===== config.mk =====
export PLATFORM = sky130hd
export DESIGN_NAME = wmf_ram
export DESIGN_NICKNAME = d
export VERILOG_FILES = /design/src/hw/rtl/assert_macros.svh /design/src/hw/rtl/wmf_ram.sv
export SDC_FILE = /design/constraint.sdc
export NUM_CORES = 2
export LEC_CHECK = 0
export BUFFER_PORTS_ARGS = -buffer_cell sky130_fd_sc_hd__buf_2
export CAP_MARGIN = 10
export CORE_ASPECT_RATIO = 1.1
export CORE_MARGIN = 2
export CORE_UTILIZATION = 45
export DETAILED_ROUTE_END_ITERATION = 8
export PLACE_DENSITY = 0.59
export SYNTH_ARGS = -nofsm -noshare
export SYNTH_HDL_FRONTEND = slang
export SYNTH_SLANG_ARGS = --single-unit

===== constraint.sdc =====
create_clock -name clk -period 2.3 [get_ports clk]
set_input_delay 0.115 -clock clk [delete_from_list [all_inputs] [get_ports clk]]
set_output_delay 0.115 -clock clk [all_outputs]
set_load 0.02 [all_outputs]

===== src/hw/rtl/assert_macros.svh =====
// Assertion macros for RTL that checks its own behavior; the filter top level uses them.
`ifndef ASSERT_MACROS_SVH
`define ASSERT_MACROS_SVH

// Same-cycle implication, sampled on clk and quiet while arst_n is low.
`define WMF_ASSERT_IMP(name, pre, post) \
	name: assert property (@(posedge clk) disable iff (!arst_n) (pre) |-> (post)) \
		else $error("wmf assertion failed");

// Next-cycle implication, sampled on clk and quiet while arst_n is low.
`define WMF_ASSERT_NXT(name, pre, post) \
	name: assert property (@(posedge clk) disable iff (!arst_n) (pre) |=> (post)) \
		else $error("wmf assertion failed");

`endif


===== src/hw/rtl/wmf_ram.sv =====
// Generic single-write, single-read RAM with registered read data.
`default_nettype none
module wmf_ram #(
	parameter int WIDTH = 8,
	parameter int DEPTH = 256
) (
	input  wire logic                     clk,
	input  wire logic                     we,
	input  wire logic [$clog2(DEPTH)-1:0] waddr,
	input  wire logic [WIDTH-1:0]         wdata,
	input  wire logic [$clog2(DEPTH)-1:0] raddr,
	output logic      [WIDTH-1:0]         rdata
);
	logic [WIDTH-1:0] mem [DEPTH];

	always_ff @(posedge clk) begin
		if (we) begin
			mem[waddr] <= wdata;
		end
		rdata <= mem[raddr];
	end
endmodule
`default_nettype wire


# After elaboration in Yosys (flattened, before gate mapping)
# Memory sizes are Yosys's and may differ from the RTL's. A register that Yosys moved wholly into a read port is not among the register bits.
# Index checks and enable logic that the tools add are counted.
# totals
reg_bits	0
latch_bits	0
mem_bits_rw	2048
rom_bits	0
input_bits	26
output_inout_bits	8
wordCells	3
memories	1
# op_classes
n_addsub	0
multipliers	0
div_mod_pow	0
magnitude_cmp	0
n_eq_ne	0
n_shift	0
n_mux	2
n_bitwise	0
reduce_logical	0
# mem_list
memory	words	word_bits	rd	rd_ports_with_merged_regs	write_ports	line	source
mem	256	8	1	1	1	wmf_ram.sv:14	logic [WIDTH-1:0] mem [DEPTH];
# op_table
operator	n
1-bit 2-to-1 mux	2

# Logic depth before layout (Yosys ltp)
# logic_depth
depth_word	2
ltp_mapped	11
depth_no_buf	6

# Worst setup path after synthesis
# OpenSTA, ideal clock, no wires.
# synth_timing
path_kind	input to register
startpoint	input port raddr[0]
endpoint	register rdata[2] (read register of mem)
setup_ns	0.131
arrival_ns	1.922
required_time_ns	2.169
path_slack_ns	0.247
stages	9
n_path_buf	4
path_cell_list	buf_6 -> buf_12 -> buf_8 -> buf_2 -> mux4_2 -> a22oi_1 -> a21oi_1 -> nor4_1 -> nor4_2
# synth_lines
element	line	source
start: declaration	wmf_ram.sv:11	input wire logic [$clog2(DEPTH)-1:0] raddr,
end: declaration	wmf_ram.sv:12	output logic [WIDTH-1:0] rdata

==> flow_summary.toml <==
[sta]
maxSlewHeadroom_pct = 34.6
finalSetupTns_ps = -36.8
final-setup-viol-count = 1
tightest_slew_ps = 981
slew_viol_final = 0
hold_viol_final = 0
period_needed_ps = 2340
rsz0062_at_grt = "true"
skew_ps = 45.7
finalWorstSetupSlack_ps = -36.8
fmax_mhz = 428
finalCritPeriodShare_pct = 102

[detailed_routing]
routed_wl_um = 208000
via_per_inst = 5.89
drtIter0Drc = 4336
vias = 40834
drc_errors = 0
dr_wl_met2_um = 102000
wl_met3_um = 14300
met1_length_um = 84200
wl_per_cell_um = 30.0
final_antenna_net_count = 0
top_layer = "met5"
drt_pass1_iterations = 5

[die]
std_cell_rows = 161
die_x_um = 405
core-area_um2 = 175000
num_io_pins = 34
die_y_um = 445
die-area_um2 = 180000
start_util_pct = 45.4

[power]
p_int_mw = 61.0
p_clk_share_pct = 41.0
p_sw_mw = 16.7
p_leak_nw = 30.7
swShare_pct = 21.5
cellPowerDensity_nw_per_um2 = 822
vdd_ir_drop_max_mv = 0.766
power_frac_comb_pct = 5.8
seq_power_share_pct = 53.2

[clocking]
cts_sinks = 2056
cts.clk_slew.worst_paths_ps = 60
postCtsSetupBuffers = 0
cts_tree = "built"
cts-root-buf = "clkbuf_16"
numCtsBuffers = 198
clock_path_buffers = 3
clk_latency_ps = 850
cts-htree-levels = 4

[outcome]
violations = "setup timing"
status = "finished with violations"

[worst_setup_path]
cp-end-kind = "flip-flop"
critical_path_class = "reg2reg"
cp.required_ps = 3020
worst_ep_arrival_time_ps = 3060
crit_path_start_kind = "flip-flop"
crit_fanout = 1

[global_route]
grt_usage_pct = 23.3
grt_max_degree = 106
grt-ovfl-total = 0
grt_pass1_vias = 41304
grt_pass1_wl_um = 299000
grt_antenna_before_repair = 14

[logic_synthesis]
post_synth_instance_area_um2 = 79600
synth_top_area_cell = "edfxtp_1"
netlist_instances = 3733
synth_cell_types = 55
synth-seq-cells = 2056
yosysSeqAreaShare_pct = 77.5
synth_top_flop_cell = "edfxtp_1"
ys_top_cells_by_area = "edfxtp_1 77%, mux4_2 13%, mux2i_1 1.7%"
avgSynthCellArea_um2 = 21.3
synthArstFlopShare_pct = 0
ys_warn_count = 0
synth_nets = 3759
synth_top_area_share_pct = 77.3
synth-edff-count = 2048

[cells_and_area]
layout-drive-gt1-share_pct = 33.5
num-nets-final = 4508
design_area_um2 = 94600
syn_to_final_growth_pct = 18.9

[placed_design]
dp_hpwl_um = 136000
dpl_cell_area_um2 = 87800
portBuffers = 33
place.gp.congestion = 0.861

[hold_path]
hold_path.class = "in2reg"

[job]
cap_violations = 0
## power groups by stage
stage	Clock (mW)	Combinational, mW	Sequential, mW
5_1_grt	33.8	4.77	41.3
4_1_cts	32.4	4.55	41.4
3_5_place_dp	0	4.47	42.2
6_report	31.8	4.52	41.4
3_3_place_gp	0	4.41	42.2
2_1_floorplan	0	2.01	42.2
## cells in the final DEF, fill, tap and decap left out, types with 18 or more instances in the layout
master / instances
clkbuf_1: 32
clkbuf_16: 199
clkinv_2: 45
buf_2: 24
nor2b_1: 28
buf_4: 652
clkinv_1: 52
nand3_1: 31
a22oi_1: 132
o221ai_1: 44
nor2_1: 279
bufinv_16: 18
edfxtp_1: 2048
mux4_2: 454
a21oi_1: 96
nand2_1: 33
o22ai_1: 28
mux2i_1: 134
buf_12: 80
## layer usage
layer	global-route usage (%)	up-vias
met3	4.02	337
met2	38.0	1502
met4	7.88	10
met5	0	-
met1	31.9	21757
li1	-	17228
## per-stage QoR
step           utilization, %  setup slack (ps)  hold WS [ps]  total power [mW]  cells
2_1_floorplan               -               247           214              44.2   3733
6_report                 54.0             -36.8          63.3              77.7   6936
4_1_cts                  53.9              2.70          3.97              78.3   6930
3_5_place_dp             50.1             -1050           372              46.6   6549
3_3_place_gp             50.1             -1540           380              46.6   6543
5_1_grt                  54.0             -47.5          68.3              79.9   6931
## logic make-up (layout without fill, tap and decap cells)
kind of cell,Yosys count,in the layout,share of synthesized area [%]
other,0,6,0
flip-flops,2056,2056,77.5
AO/OA/AOI/OAI,385,385,3.42
AND/OR/NAND/NOR,466,466,2.63
multiplexers,591,591,14.6
buffers and inverters,235,1150,1.83
## worst max-delay path: stages (launching register included)
cell      delay (ps)
edfxtp_1         380
mux4_2           500
a22o_1           300
a221oi_4         260
o32ai_2          190
nor3_4           300
buf_4            210
nor4_2            50
## layout make-up
cell class              count  area (um^2)
fillers                 13477        80700
flip-flops and latches   2056        61700
multi-input cells        1442        16800
repair buffers            782         6930
clock buffers             231         5100
well taps                2282         2860
clock inverters           135         1220
diodes                      6         15.0
inverters                   2         7.51
## flip-flops by register name, summed over array words and instances, names as in the netlist
register / cells
mem: 2048
rdata: 8
## synthesized netlist by cell type (all sizes together) (22+ instances only)
| library cell | count |
|---|---|
| a22oi | 133 |
| nand3 | 34 |
| clkbuf | 111 |
| buf | 122 |
| o221ai | 47 |
| nor2b | 31 |
| mux2i | 134 |
| nor2 | 282 |
| o22ai | 28 |
| nor4 | 27 |
| edfxtp | 2048 |
| nand2 | 33 |
| mux4 | 456 |
| a21oi | 96 |
| nor3 | 22 |
## final timing paths
path	from	to	slack [ps]	depth (start not counted)
setup / recovery	mem[80][6]	rdata[6]	-40	7
hold / removal	waddr[5]	mem[191][5]	60	4
setup reg to reg	mem[80][6]	rdata[6]	-40	7
hold reg to reg	mem[33][5]	rdata[5]	1070	7
## what timing repair did
item | in CTS | in global routing
resized for setup | 24 | 18
hold endpoints to repair | 1461 | 0
pin swaps | 6 | 10
hold buffers | 15 | 0
setup endpoints to repair | 8 | 8
No activity file was read; power rests on OpenSTA's default activity.
