==> src/hw/rtl/assert_macros.svh <==
// Assertion macros for RTL that checks its own behavior; the filter top level uses them.
`ifndef ASSERT_MACROS_SVH
`define ASSERT_MACROS_SVH

// Same-cycle implication, sampled on clk and quiet while arst_n is low.
`define WMF_ASSERT_IMP(name, pre, post) \
	name: assert property (@(posedge clk) disable iff (!arst_n) (pre) |-> (post)) \
		else $error("wmf assertion failed");

// Next-cycle implication, sampled on clk and quiet while arst_n is low.
`define WMF_ASSERT_NXT(name, pre, post) \
	name: assert property (@(posedge clk) disable iff (!arst_n) (pre) |=> (post)) \
		else $error("wmf assertion failed");

`endif

==> src/hw/rtl/wmf_pkg.sv <==
// Package with the sizes, codes and types of the window median filter.
`default_nettype none
package wmf_pkg;
	localparam int MAX_WIDTH   = 1024;
	localparam int MAX_HEIGHT  = 1024;
	localparam int MAX_RADIUS  = 2;
	localparam int WIN_SIDE    = 2 * MAX_RADIUS + 1;
	localparam int WIN_N       = WIN_SIDE * WIN_SIDE;
	localparam int CENTER_IDX  = MAX_RADIUS * WIN_SIDE + MAX_RADIUS;
	localparam int HIST_DEPTH  = 2 * (MAX_RADIUS * MAX_WIDTH + MAX_RADIUS) + 1;
	localparam int ADDR_W      = $clog2(HIST_DEPTH);
	localparam int PEND_MAX    = MAX_RADIUS * MAX_WIDTH + MAX_RADIUS + 1;
	localparam int PEND_W      = $clog2(PEND_MAX + 1);
	localparam int OFF_W       = $clog2(PEND_MAX + MAX_RADIUS + 2) + 1;
	localparam int CFG_W       = 11;
	localparam int RAD_W       = 2;
	localparam int COL_W       = $clog2(MAX_WIDTH);
	localparam int ROW_W       = $clog2(MAX_HEIGHT);
	localparam int RANK_W      = $clog2(WIN_N + 1);
	localparam int FILL_LAST   = 2 * MAX_RADIUS + 1;
	localparam int SOFF_W      = $clog2(2 * MAX_RADIUS + 3);

	localparam logic [1:0] CFG_IMAGE_WIDTH   = 2'd0;
	localparam logic [1:0] CFG_IMAGE_HEIGHT  = 2'd1;
	localparam logic [1:0] CFG_WINDOW_RADIUS = 2'd2;

	localparam logic CMD_PIXEL = 1'b0;
	localparam logic CMD_DRAIN = 1'b1;

	typedef logic [7:0] pix_t;

	typedef struct packed {
		pix_t [WIN_N-1:0]     vals;
		logic [WIN_N-1:0]     mask;
		logic [RANK_W-1:0]    rank_k;
		logic                 interior;
		logic                 frame_end;
	} win_snap_t;
endpackage
`default_nettype wire

==> src/hw/rtl/wmf_median.sv <==
// Rank-based median selection over a captured window, centre pixel at borders, one register stage.
`default_nettype none
module wmf_median import wmf_pkg::*; (
	input  wire logic      clk,
	input  wire logic      load,
	input  wire win_snap_t snap,
	output pix_t           median,
	output logic           frame_end
);
	logic [WIN_N-1:0] lt_c  [WIN_N];
	logic [WIN_N-1:0] lt_s2 [WIN_N];
	pix_t [WIN_N-1:0] vals_s2;
	logic [WIN_N-1:0] mask_s2;
	logic [RANK_W-1:0] k_s2;
	logic interior_s2;
	logic fe_s2;

	// An element ranks below another when it is smaller, or equal and earlier.
	always_comb begin
		for (int i = 0; i < WIN_N; i++) begin
			for (int j = 0; j < WIN_N; j++) begin
				lt_c[i][j] = snap.mask[j] && ((snap.vals[j] < snap.vals[i]) ||
					((snap.vals[j] == snap.vals[i]) && (j < i)));
			end
		end
	end

	always_ff @(posedge clk) begin
		if (load) begin
			for (int i = 0; i < WIN_N; i++) begin
				lt_s2[i] <= lt_c[i];
			end
			vals_s2     <= snap.vals;
			mask_s2     <= snap.mask;
			k_s2        <= snap.rank_k;
			interior_s2 <= snap.interior;
			fe_s2       <= snap.frame_end;
		end
	end

	always_comb begin
		pix_t acc;
		acc = '0;
		for (int i = 0; i < WIN_N; i++) begin
			if (mask_s2[i] && (RANK_W'($countones(lt_s2[i])) == k_s2)) begin
				acc = acc | vals_s2[i];
			end
		end
		median = interior_s2 ? acc : vals_s2[CENTER_IDX];
	end

	assign frame_end = fe_s2;
endmodule
`default_nettype wire

==> config.mk <==
export PLATFORM = sky130hd
export DESIGN_NAME = wmf_median
export DESIGN_NICKNAME = d
export VERILOG_FILES = /design/src/hw/rtl/assert_macros.svh /design/src/hw/rtl/wmf_pkg.sv /design/src/hw/rtl/wmf_median.sv
export SDC_FILE = /design/constraint.sdc
export NUM_CORES = 2
export LEC_CHECK = 0
export ABC_CLOCK_PERIOD_IN_PS = 6900
export BUFFER_PORTS_ARGS = -buffer_cell sky130_fd_sc_hd__buf_2
export CAP_MARGIN = 20
export CORE_MARGIN = 10
export CORE_UTILIZATION = 45
export DETAILED_ROUTE_END_ITERATION = 8
export GPL_ROUTABILITY_DRIVEN = 0
export PLACE_DENSITY_LB_ADDON = 0.15
export SETUP_SLACK_MARGIN = 0.5
export SLEW_MARGIN = 40
export SYNTH_ARGS = -nofsm -noshare
export SYNTH_HDL_FRONTEND = slang
export SYNTH_SLANG_ARGS = --single-unit
==> constraint.sdc <==
create_clock -name clk -period 6.9 [get_ports clk]
set_input_delay 1.38 -clock clk [delete_from_list [all_inputs] [get_ports clk]]
set_output_delay 1.38 -clock clk [all_outputs]
set_load 0.1 [all_outputs]
# Word-level counts from Yosys, hierarchy flattened
# Memories as Yosys holds them, arrays and structs flattened.
# Index checks and enable logic that the tools add are counted.
op_classes:
  addsub: 600
  n_lt_le_gt_ge: 625
  eq_ne: 325
  mux: 28
  bitwise_logic: 24
  n_reduce_logical: 950
ops:
  columns: ["op", "n"]
  rows:
  - ["$lt A8 B8 Y1", 625]
  - ["$eq A8 B8 Y1", 300]
  - ["$add A5 B5 Y5", 237]
  - ["$logic_and A1 B1 Y1", 650]
  - ["$add A1 B1 Y2", 300]
  - ["$logic_or A1 B1 Y1", 300]
  - ["$mux W8", 26]
  - ["$or A8 B8 Y8", 24]
  - ["$eq A5 B5 Y1", 25]
  - ["$add A5 B1 Y5", 22]
  - ["$add A2 B2 Y3", 24]
  - ["$add A3 B3 Y4", 11]
  - ["$add A4 B1 Y5", 3]
  - ["$add A4 B4 Y5", 3]
  - ["$mux W1", 2]
totals:
  regBits: 232
  mem_bits_rw: 625
  input_bits: 234
  output_inout_bits: 9
  n_memories: 1
memory_table:
  columns: ["memory", "words", "word_bits", "read_ports", "rd_ports_with_merged_regs", "write_ports", "line", "source"]
  rows:
  - ["lt_s2", 25, 25, 25, 0, 25, "wmf_median.sv:11", "logic [WIN_N-1:0] lt_s2 [WIN_N];"]

# Longest topological paths before layout
logic_depth:
  word_depth: 57
  mapped_depth: 21
  depth_no_buf: 20

# Worst setup path before layout
# No wires, ideal clock.
synth_path:
  path_kind: "register to output"
  start: "mem lt_s2[0][108] in the netlist's numbering"
  end: "out median[3]"
  t_arrival_ns: 7.047
  required_time_ns: 5.520
  setup_slack_ns: -1.527
  path_stages_with_launch: 21
  n_path_buf: 0
  cell_sequence: "edfxtp_1 > fa_1 > inv_1 > fa_1 > fa_1 > inv_1 > ha_1 > fa_1 > inv_1 > fa_1 > fa_1 > inv_1 > ha_1 > fa_1 > xor2_1 > xnor2_1 > nand4_1 > nor3_1 > nand2_1 > and4_1 > a41oi_1"
synth_rtl:
  columns: ["element", "line", "source"]
  rows:
  - ["from (decl)", "wmf_median.sv:11", null]
  - ["to (decl)", "wmf_median.sv:7", "output pix_t median,"]

==> reports/summary.txt <==
Post-Synthesis Net Count: 13334
Tot Pwr: 45790 µW
Worst hold path class: input pin to flop
H-tree lvl count: 3
Num CTS Buffers: 100
Vias after detailed routing: 90654
Grt ovf: 0
GRT Util Overall: 0.3894
Initial antenna violation count: 81
Number of global-route vias before repair: 87328
First-pass GRT wire length: 668.9 mm
Synthesized area per cell: 10.28 µm²
Layout cell share with drive strength beyond 1: 0.09648
Max stage delay on crit path: 540 ps
Placeable Area: 222500 µm²
CP Data Required Time: 5520 ps
Max_cap viols: 0
Slowest CP cell: fa_1
Fill cells: 20186
Die height: 493.2 µm
Final min period: 8316 ps
DRT iter0 DRCs: 13038
Post-synth ARST share: 0
Worst setup SP type: flop
RSZ-0062 raised after global routing: true
Setup Viol. Count Final: 8
Synth Cell Area: 100800 µm²
CTS tree: built
Routed WL: 491.4 mm
Setup slack at placement: -811.5 ps
Die area: 243300 µm²
CTS max path bufs: 3
Layout area overhead: 12.54%
Pins over their slew limit: 0
Slew @ Worst Pin: 1022 ps
Finished Layout Cells: 13607
Worst vdd ir: 815.6 µV
LEAKAGE: 0.05349 µW
Pin count of the biggest net entering global routing: 159
Sinks on Clock Net: 832
Critical path fanouts, max: 4
Sequential area share after synthesis: 0.2479
Via density: 6.662
Setup ws final: -1416 ps
Standard-cell row count: 173
WL per Instance: 36.11 µm
Pwr Density: 403.8 nW/µm²
Hold Violations, Final: 0
CP most frequent cell: fa_1
Synth area leaders: ha_1 (35%), edfxtp_1 (25%), fa_1 (9.3%)
Dpl hpwl: 368.1 mm
Drt first pass iters: 6
Critical path, cell by cell: ha_1 -> fa_1 -> inv_1 -> fa_1 -> fa_1 -> fa_1 -> inv_1 -> fa_1 -> ha_2 -> inv_2 -> fa_2 -> xor2_1 -> nand4_1 -> nor2_1 -> and2_1 -> buf_4 -> a221o_1 -> nor3_1 -> buf_4 -> a31oi_4 -> buf_12
Area leader, netlist: ha_1
Cell variety after synth: 63
Ports: 243
Maximum clock frequency: 0.1203 GHz
Synth Register Bits: 832
Root Buffer: clkbuf_16
Cell count after synthesis: 9799
Die width: 493.2 µm
Failing checks: negative setup slack
DRT antenna net count: 0
CP Class: flop to output pin
Final core utilization: 0.5097
Initial Util: 0.4529
Final Cell Area: 113400 µm²
YS warnings: 0
Clk slew on worst S/H paths: 60 ps
Residual DRC: 0
Top_reg_cell synth: edfxtp_1
Yosys top cell area share: 0.3517
DP Cell Count: 13353
Setup crit end kind: output pin
Status: finished with violations
Arr. time, crit path: 6940 ps
EDFF count, synth: 832
Dpl cell area: 109200 µm²
Rel. slew slack: 0.3188
Port Buffers: 242
Cts hold-fix bufs: 0
Post-layout nets: 14041
Final period util: 1.205
[registers in the layout (all words and copies together), names as in the netlist]
register	flops
frame_end	1
vals_s2	200
k_s2	5
mask_s2	25
interior_s2	1
lt_s2	600
[critical path, delay by kind of cell, from the launching register on]
kind,cells,cell delay [ps]
adder cells (fa/ha/maj),8,3420
AO/OA/AOI/OAI,2,470
AND/OR/NAND/NOR,4,830
buffers and inverters,6,870
flip-flops,1,430
XOR/XNOR,1,140
[report_power, final]
part | internal [µW] | switching, µW | total, µW
combinational | 15000 | 18700 | 33700
clock | 3140 | 2530 | 5670
sequential | 6140 | 298 | 6430
[Yosys cell counts (2+ instances only)]
cell,instances
o21bai_1,5
a31o_2,3
a21boi_0,25
buf_6,9
nand2_1,250
a32o_1,10
clkbuf_1,34
o21a_1,336
or3_1,2
inv_1,1000
nor2b_1,362
nand2b_1,221
a41oi_1,5
edfxtp_1,832
o21ai_0,524
xnor2_2,2
nor2_1,450
o22ai_1,13
and2_1,134
nand4_1,388
fa_1,468
nor3_1,5
a21o_1,332
clkinv_1,12
nand3_1,269
and4_1,2
o31ai_1,66
ha_1,2833
nor4bb_1,4
a221oi_1,23
xor2_2,5
nor4b_2,4
xnor2_1,101
and3_1,163
a221o_1,10
a21oi_1,766
buf_4,5
xor2_1,57
a22o_1,21
a211oi_1,4
a2111o_1,3
a22oi_1,16
o32a_1,2
o32ai_1,2
a2111oi_0,3
[timing repair]
action / CTS / global route
gates resized for setup: 119 / 13
endpoints found under the setup margin: 8 / 8
buffers inserted: 20 / 2
cloned: 0 / 0
pin swaps: 115 / 17
[worst paths after layout]
path / from / to / slack, ps / cells after the start
setup / recovery: lt_s2[1][52] / median[6] / -1420 / 21
hold / removal: snap[0] / frame_end / 770 / 1
[layer usage]
layer	vias to the layer above	global-route usage	wire length, µm
li1	37526	-	-
met5	-	0.0007826	343
met2	6977	0.5568	197600
met3	1869	0.1145	68180
met4	44	0.2655	41880
met1	44238	0.5047	183400
[cell usage in the layout, fill, tap and decap left out, types with 11 or more instances in the layout]
master	synthesis	routed
xnor2_1	101	98
xor2_1	57	56
clkbuf_1	34	15
diode_2	0	39
buf_2	1	229
buf_4	5	374
clkbuf_16	0	101
o22ai_1	13	13
nor2b_1	362	362
ha_2	0	28
bufinv_16	0	11
nor2_1	450	445
o21ai_0	524	520
a22o_1	21	21
a21boi_0	25	24
fa_1	468	428
inv_1	1000	934
a21oi_1	766	761
nand2b_1	221	221
and2_1	134	131
buf_12	1	38
clkinv_1	12	32
nand2_1	250	246
nand4_1	388	388
a21o_1	332	332
ha_1	2833	2800
clkinv_2	0	19
a22oi_1	16	16
o21a_1	336	336
and3_1	163	162
fa_2	0	40
a221oi_1	23	17
nand3_1	269	268
edfxtp_1	832	832
clkinv_4	0	12
inv_2	0	57
o31ai_1	66	66
[kinds of logic after synthesis]
logic type,count (synthesis),synth area share
AOI/OAI and AO/OA,2176,0.1314
xor gates and xnor gates,166,0.01510
adders and majority gates,3301,0.4447
buffers and inverters,1064,0.04067
DFF,832,0.2479
and+or+nand+nor,2260,0.1202
[area by class of cell]
type	instances	area (µm²)	area share
flip-flops and latches	832	24980	0.2203
clock inverters	73	825.8	0.007281
clock buffers	116	2584	0.02278
well taps	2975	3722	0.03282
multi-input cells	7903	72420	0.6385
diodes	39	97.59	0.0008605
repair buffers	657	4971	0.04383
inverters	1012	3811	0.03360
[through the flow]
| stage | setup TNS [ps] | hold WS (ps) |
|---|---|---|
| after CTS | -10370 | 747.5 |
| final | -10840 | 765.8 |
| after floorplan | -1417 | 1479 |
| after global routing | -12080 | 766.4 |
| after detailed placement | -5437 | 1561 |
| after global placement | -5531 | 1560 |
No activity file was read; power rests on OpenSTA's default activity.
